--- src/rtl/mbp_pkg.sv ---
package mbp_pkg;

  localparam int NumInputs  = 2;
  localparam int NumHidden  = 2;
  localparam int NumIh      = NumInputs * NumHidden;
  localparam int NumBias    = NumHidden + 1;

  localparam logic [31:0] QOne     = 32'd65536;
  localparam logic [16:0] LrReset  = 17'd13107;

  localparam logic OP_LOAD  = 1'b0;
  localparam logic OP_TRAIN = 1'b1;

  // Load index map
  localparam logic [3:0] IdxWho  = 4'd4;
  localparam logic [3:0] IdxBias = 4'd6;
  localparam logic [3:0] IdxEnd  = 4'd9;

  typedef logic signed [31:0] q_t;

  // Sigmoid samples at x = 0, 0.5, ..., 8
  localparam logic [15:0] SigTable [17] = '{
    16'd32768, 16'd40793, 16'd47911, 16'd53581, 16'd57724, 16'd60565,
    16'd62428, 16'd63615, 16'd64357, 16'd64816, 16'd65097, 16'd65269,
    16'd65374, 16'd65438, 16'd65476, 16'd65500, 16'd65514
  };

  // Saturate a wide signed value to 32 bits
  function automatic q_t sat32(input logic signed [47:0] v);
    q_t r;
    if (v > 48'sh0000_7FFF_FFFF) r = 32'sh7FFF_FFFF;
    else if (v < -48'sh0000_8000_0000) r = 32'sh8000_0000;
    else r = v[31:0];
    return r;
  endfunction

endpackage

--- src/rtl/mbp_mul.sv ---
module mbp_mul import mbp_pkg::*; (
  input  logic clk_i,
  input  q_t   a_i,
  input  q_t   b_i,
  output q_t   p_o
);

  logic signed [63:0] prod;
  logic signed [47:0] shifted;

  // Q16.16 product, round half up, saturate
  always_comb begin
    prod    = a_i * b_i;
    shifted = 48'((prod + 64'sd32768) >>> 16);
  end

  always_ff @(posedge clk_i) begin
    p_o <= sat32(shifted);
  end

endmodule

--- config.mk ---
export PLATFORM = sky130hd
export DESIGN_NAME = mbp_mul
export DESIGN_NICKNAME = d
export VERILOG_FILES = /design/src/rtl/mbp_pkg.sv /design/src/rtl/mbp_mul.sv
export SDC_FILE = /design/constraint.sdc
export NUM_CORES = 2
export LEC_CHECK = 0
export ABC_AREA = 0
export BUFFER_PORTS_ARGS = -buffer_cell sky130_fd_sc_hd__buf_2
export CAP_MARGIN = 10
export CORE_ASPECT_RATIO = 0.8
export CORE_MARGIN = 2
export CORE_UTILIZATION = 45
export CTS_CLUSTER_DIAMETER = 80
export CTS_CLUSTER_SIZE = 8
export DETAILED_ROUTE_END_ITERATION = 10
export PLACE_DENSITY_LB_ADDON = 0.2
export SLEW_MARGIN = 20
export SYNTH_ARGS = -nofsm -noshare
export SYNTH_HDL_FRONTEND = slang
export SYNTH_SLANG_ARGS = --single-unit
export TNS_END_PERCENT = 30
--- constraint.sdc ---
create_clock -name clk_i -period 10.08 [get_ports clk_i]
set_clock_uncertainty 0.2 [all_clocks]
set_input_delay 0.504 -clock clk_i [delete_from_list [all_inputs] [get_ports clk_i]]
set_output_delay 0.504 -clock clk_i [all_outputs]
set_load 0.05 [all_outputs]
==> out/results.ini <==
[global_routing]
grt_pass1_vias=28900
antenna_found_initial=1
grt_use_met2_pct=35.6
grt_pass1_wl_um=168000
track_usage_pct=24.9
grt-busiest-layer=met1
grt_max_degree=33
use_met3_pct=5.27
grtUsageMet1_pct=39.8
grt_overflow=0

[sta]
relSlewSlack_pct=39.1
setup_tns_ns=0
holdWs_ns=1.07
tightest_slew_ns=0.902
fin_crit_ns=9.43
final_hold_viol_count=0
setup_violations=0
fmax_mhz=106
finalCritPeriodShare_pct=93.6
rsz0062_at_grt=false
drv_slew=0

[cts]
postCtsSetupRepairBufs=0
hold_buffers=0
clockBufferDepth=2
cts_resized=0
clk_pin_slew_ns=0.05
cts_tree=built
cts-root-buf=clkbuf_16
clock-sinks=32
cts_buffers=5
cts_max_level=2

[placement]
place_hpwl_um=86500
place_congestion=0.924
place_area_um2=39100
io_buffers=96
dp_cells=5053

[final_layout]
num-nets-final=5280
fin_area_um2=39200
top_regs=p_o: 32 flops
drive_above_1_share_pct=5.26
syn_to_final_growth_pct=3.99
layoutNonFillerInstCount=5062
multi_input_area_um2=32600
largest_register_ffs=32
regMostFlops=p_o
fill_cells=7925
regArea_um2=641

[synthesis]
ys_types=83
netlist_instances=4020
synth-seq-area-share_pct=1.70
syn-num-nets=5344
syn_area_per_cell_um2=9.39
ys_top_cells_by_area=fa_1 57%, inv_1 9.3%, and2_1 8.4%, ha_1 5.9%, nand2_1 5.5%
yosysMostFrequentCell=fa_1
ys_top_cells_by_count=1082 x fa_1, 932 x inv_1, 554 x nand2_1
synth_edf_count=0
ys.flop_type=dfxtp_1
synth_top_area_cell=fa_1
netlist_area_um2=37700
ys_ff_latch=32
synthArstFlopShare_pct=0
synth_warnings=0
synth_top_area_share_pct=57.4

[status]
status=finished clean

[routing]
drc_errors=0
routed_via_density=5.22
num_vias=26400
firstDrtPassIters=5
routed_wirelength_um=101000
dr.first_iter.drc_count=1675
wire_per_inst_um=20.0
ant_nets=0

[floorplan]
core_area_um2=82700
pin_count=97
start_util_pct=45.6
dieHeight_um=263
die_w_um=328
die_area_um2=86200
rows=94

[setup_path]
path_common_cell=fa_1
crit_path_max_fanout=32
max_stage_delay_ns=0.67
end_kind=flip-flop
required_ns=10.00
crit_type=input port to flip-flop
start_kind=input port
cp.arrival_ns=9.36
critPathSlowestCell=a2111oi_0

[worst_hold_path]
worstHoldPathType=flip-flop to primary output

[flow_run]
drv_cap=0

==> layout make-up <==
cell class	count	area share, %
Inverter	932	8.92
Multi-Input combinational cell	2831	83.1
Antenna cell	1	0.00638
Clock buffer	8	0.373
Tap cell	1104	3.52
Timing Repair Buffer	154	2.49
Sequential cell	32	1.63
==> metrics by stage <==
stage	util, %	setup slack (ns)
floorplan	-	0.766
global placement	47.3	0.578
detailed placement	47.3	0.524
CTS	47.5	0.797
global route	47.5	0.302
finish	47.5	0.649
==> layout by cell type (no fill, tap or decap), drive strengths merged, types with 12 or more instances in the layout <==
master / n
a21oi: 75
a22oi: 35
and2: 510
and3: 12
buf: 154
dfxtp: 32
fa: 1082
ha: 177
inv: 932
nand2: 554
nand2b: 12
nand3: 22
nand4: 22
nor2: 66
nor3: 13
o21a: 14
o21ai: 53
xnor2: 35
xor2: 17
==> path summary, 6_finish.rpt <==
path	from	end	slack (ns)	cells after the start
worst max-delay path	a_i[10]	p_o[22]$_SDFF_PN1_	0.65	25
worst min-delay path	p_o[17]$_SDFF_PN1_	p_o[17]	1.07	1
==> metal layers <==
layer / wire length (um) / part of all wire [%]
met1: 49200 / 49
met5: 13 / 0.013
met2: 42600 / 42
met4: 966 / 0.96
met3: 8230 / 8.1
==> worst max-delay path: cells and delay by family <==
family | cells | cell delay (ns)
AOI/OAI and AO/OA | 7 | 2.22
xor gates and xnor gates | 1 | 0.13
adders and majority gates | 9 | 4.49
buffers and inverters | 5 | 1.09
and+or+nand+nor | 3 | 0.88
==> cell families after synthesis <==
logic type / count (synthesis) / share of synthesized area, %
compound gates: 271 / 5.20
xor+xnor: 52 / 1.21
fa+ha+maj: 1259 / 63.3
buf+inv: 1157 / 11.9
flops: 32 / 1.70
mux: 1 / 0.0265
simple gates: 1248 / 16.7
Power is not shown: default switching activity piles up to over one toggle a cycle in this logic, so the estimate is an artifact.
