### src/rtl/mbp_pkg.sv
package mbp_pkg;

  localparam int NumInputs  = 2;
  localparam int NumHidden  = 2;
  localparam int NumIh      = NumInputs * NumHidden;
  localparam int NumBias    = NumHidden + 1;

  localparam logic [31:0] QOne     = 32'd65536;
  localparam logic [16:0] LrReset  = 17'd13107;

  localparam logic OP_LOAD  = 1'b0;
  localparam logic OP_TRAIN = 1'b1;

  // Load index map
  localparam logic [3:0] IdxWho  = 4'd4;
  localparam logic [3:0] IdxBias = 4'd6;
  localparam logic [3:0] IdxEnd  = 4'd9;

  typedef logic signed [31:0] q_t;

  // Sigmoid samples at x = 0, 0.5, ..., 8
  localparam logic [15:0] SigTable [17] = '{
    16'd32768, 16'd40793, 16'd47911, 16'd53581, 16'd57724, 16'd60565,
    16'd62428, 16'd63615, 16'd64357, 16'd64816, 16'd65097, 16'd65269,
    16'd65374, 16'd65438, 16'd65476, 16'd65500, 16'd65514
  };

  // Saturate a wide signed value to 32 bits
  function automatic q_t sat32(input logic signed [47:0] v);
    q_t r;
    if (v > 48'sh0000_7FFF_FFFF) r = 32'sh7FFF_FFFF;
    else if (v < -48'sh0000_8000_0000) r = 32'sh8000_0000;
    else r = v[31:0];
    return r;
  endfunction

endpackage

### src/rtl/mbp_sigmoid.sv
module mbp_sigmoid import mbp_pkg::*; (
  input  q_t          x_i,
  output logic [16:0] y_o
);

  logic [32:0] ax;
  logic [3:0]  k;
  logic [14:0] frac;
  logic [15:0] d;
  logic [30:0] dprod;
  logic [16:0] y;

  // Table lookup with linear interpolation, mirrored for negative input
  always_comb begin
    ax    = x_i[31] ? 33'(-$signed({x_i[31], x_i})) : {1'b0, x_i};
    k     = ax[18:15];
    frac  = ax[14:0];
    d     = SigTable[5'(k) + 5'd1] - SigTable[k];
    dprod = 31'(d) * 31'(frac);
    if (ax >= 33'h8_0000) y = 17'(SigTable[16]);
    else y = 17'(SigTable[k]) + 17'(dprod >> 15);
    y_o = x_i[31] ? (17'd65536 - y) : y;
  end

endmodule

### config.mk
export PLATFORM = sky130hd
export DESIGN_NAME = mbp_sigmoid
export DESIGN_NICKNAME = d
export VERILOG_FILES = /design/src/rtl/mbp_pkg.sv /design/src/rtl/mbp_sigmoid.sv
export SDC_FILE = /design/constraint.sdc
export NUM_CORES = 1
export LEC_CHECK = 0
export ABC_CLOCK_PERIOD_IN_PS = 30000
export BUFFER_PORTS_ARGS = -buffer_cell sky130_fd_sc_hd__clkbuf_2
export CORE_AREA = 3 3 151 153
export DETAILED_ROUTE_END_ITERATION = 12
export DIE_AREA = 0 0 154 156
export GPL_ROUTABILITY_DRIVEN = 1
export GPL_TIMING_DRIVEN = 0
export PLACE_DENSITY = 0.74
export SLEW_MARGIN = 40
export SYNTH_ARGS = -nofsm -noshare
export SYNTH_HDL_FRONTEND = slang
export SYNTH_SLANG_ARGS = --single-unit
### constraint.sdc
create_clock -name vclk -period 30
set_input_delay 6 -clock vclk [all_inputs]
set_output_delay 6 -clock vclk [all_outputs]
set_load 0.05 [all_outputs]
==> impl_results.md <==
- Top post-synthesis cells by area: fa_1, ha_1, inv_1, nand2_1, nor2_1
- DRT iter0 DRCs: ~660
- CP delay by family, top: compound AO/OA/AOI/OAI gates
- Die span in x: between 150 and 200 µm
- Worst slew pin tran: around 0.9 ns
- Synth warn: 0
- Final WL: 30100 µm
- Gpl congestion: 0.987
- Total number of vias: about 9600
- Status: complete, no violations
- Final Max Tran Viols: 0
- Register area share after synthesis: 0%
- Port Buffer Count: 46
- CP bufs+invs: 13
- Critical hold path startpoint: x_i[22]
- Hold Path End: y_o[2]
- TNS Setup: 0 ns
- WHS Path Cells: 6
- Core area: 21700 µm²
- Critical-path maximum fanout: 10
- Share of cells above drive strength 1: about 7.9%
- Initial DRT Pass Iterations: 5
- Max incr delay on CP: 0.60 ns
- # setup viols final: 0
- Synth top area share: about a third
- Remaining antenna violation count: 0
- F_max: 35.5 MHz
- DRC: 0
- Post CTS Setup Buffer Count: 0
- # hold bufs at CTS: 0
- Most used cell, CP: inv_1
- Syn nets: around 1700
- WP data required: 24.00 ns
- Antenna diode count: 0
- Slowest cell on the critical path: nor2_1
- Max-Cap Viols: 0
- Via-to-Cell Ratio: around 5.8
- Largest net degree at the start of global routing: 13
- WL/cell: 17.9 µm
- Seq Cell Count: 0
- Layout area overhead: 6.95%
- Mapped cell area: about 11000 µm²
- Top Ports: around 50
- Vias in the first global route: 9459
- Count of cell types in the netlist: 69
- DIE HEIGHT: 156 µm
- Total track usage: roughly a quarter
- Clock Buffer Count: 0
- Starting density of the core: 49.4%
- Relative slew slack: between 30 and 40%
- Full die area: about 24000 µm²
- Initial antenna violation count: 1
- Hold crit path type: in -> out
- Type of origin of the critical path: input port
- Final hold vios: 0
- Final nets: roughly 1700
- Post-DP HPWL: approximately 26000 µm
- Crit end category: output port
- Syn Inst Count: approximately 1400
- Tcrit/Tclk final: between 90% and 100%
- Fillcell total: between 2000 and 2500
- Total congestion overflow: 0
- Seq. cell area: 0 µm²
- Global-route wire length before repair: a little under 50000 µm
- Post-synth top area cell: fa_1
- CP arrival: ~22 ns
- Fin crit period: ~28 ns
- Post-CTS sizing: 0
- CP Class: in -> out
- Row cnt: 54
- Syn Area/Cell: roughly 7.9 µm²
- RSZ-0062 raised after global routing: false
## final cells by class
class	instances	area, µm²	area share (%)
Buffer	38	161	1.41
Tap cell	280	350	3.06
Timing Repair Buffer	46	230	2.01
Inverter	236	886	7.73
Multi-Input combinational cell	1076	9830	85.8
## stage by stage
| stage | setup WS, ns | std cells | utilization (%) | hold WS (ns) | instance area, µm² |
|---|---|---|---|---|---|
| 5_1_grt | 0.596 | 1676 | 52.8 | 12.95 | 11500 |
| 4_1_cts | 2.11 | 1676 | 52.6 | 12.86 | 11400 |
| 6_report | 1.83 | 1676 | 52.8 | 12.86 | 11500 |
| 2_1_floorplan | 4.23 | 1350 | - | 12.56 | 10700 |
| 3_5_place_dp | 2.19 | 1676 | 52.6 | 12.86 | 11400 |
| 3_3_place_gp | 2.05 | 1676 | 52.1 | 12.86 | 11300 |
## cell usage after synthesis (3+ instances only)
cell type	number
a21boi_0	7
buf_2	3
xor2_1	34
a31o_2	5
o2111ai_1	3
nand2b_1	15
mux2i_1	5
o311ai_0	3
a21oi_1	36
nor3_1	15
a21o_1	14
nand3_1	15
and3_1	6
nor2b_1	11
o41ai_1	6
a211oi_1	9
o22ai_1	4
o21bai_1	4
a211o_1	4
nor3b_1	5
inv_1	236
o31a_1	6
o21a_1	12
ha_1	132
mux2_2	4
and2_1	13
o41ai_2	3
nor2_1	165
o211ai_1	5
o21ai_0	45
or4_1	6
or3_1	12
nor4_1	10
a2111o_1	3
or4_4	4
nand2_1	165
fa_1	181
xnor2_1	41
a22oi_1	11
or2_2	11
clkbuf_1	31
a31oi_1	11
## worst max path at each step
stage,depth (start not counted),from,slack [ns],to
4_1_cts,58,x_i[0],2.11,y_o[15]
6_report,58,x_i[0],1.83,y_o[15]
2_1_floorplan,55,x_i[0],4.23,y_o[16]
3_3_place_gp,58,x_i[0],2.05,y_o[15]
5_1_grt,58,x_i[0],0.60,y_o[15]
3_5_place_dp,58,x_i[0],2.19,y_o[15]
## layout by cell type (no fill, tap or decap), types with 26 or more instances in the layout
master	instances
nor2_1	163
fa_1	181
xnor2_1	29
a21oi_1	36
o21ai_0	45
nand2_1	165
clkbuf_2	46
inv_1	236
xor2_1	26
clkbuf_1	31
ha_1	132
## kinds of logic (layout without fill, tap and decap cells)
group           count (synthesis)  after routing  share of synthesized area (%)
simple gates                  470            470                           20.6
fa+ha+maj                     313            313                           49.2
buf+inv                       274            320                           9.78
compound gates                209            209                           13.4
xor+xnor                       75             75                           6.13
mux                             9              9                          0.888
## per-layer routing
metal	track usage [%]	routed length [µm]
met3	3.25	2300
met4	7.44	1120
met2	42.9	14100
met1	33.4	12600
met5	0	0
Power is not shown: default switching activity piles up to over one toggle a cycle in this logic, so the estimate is an artifact.
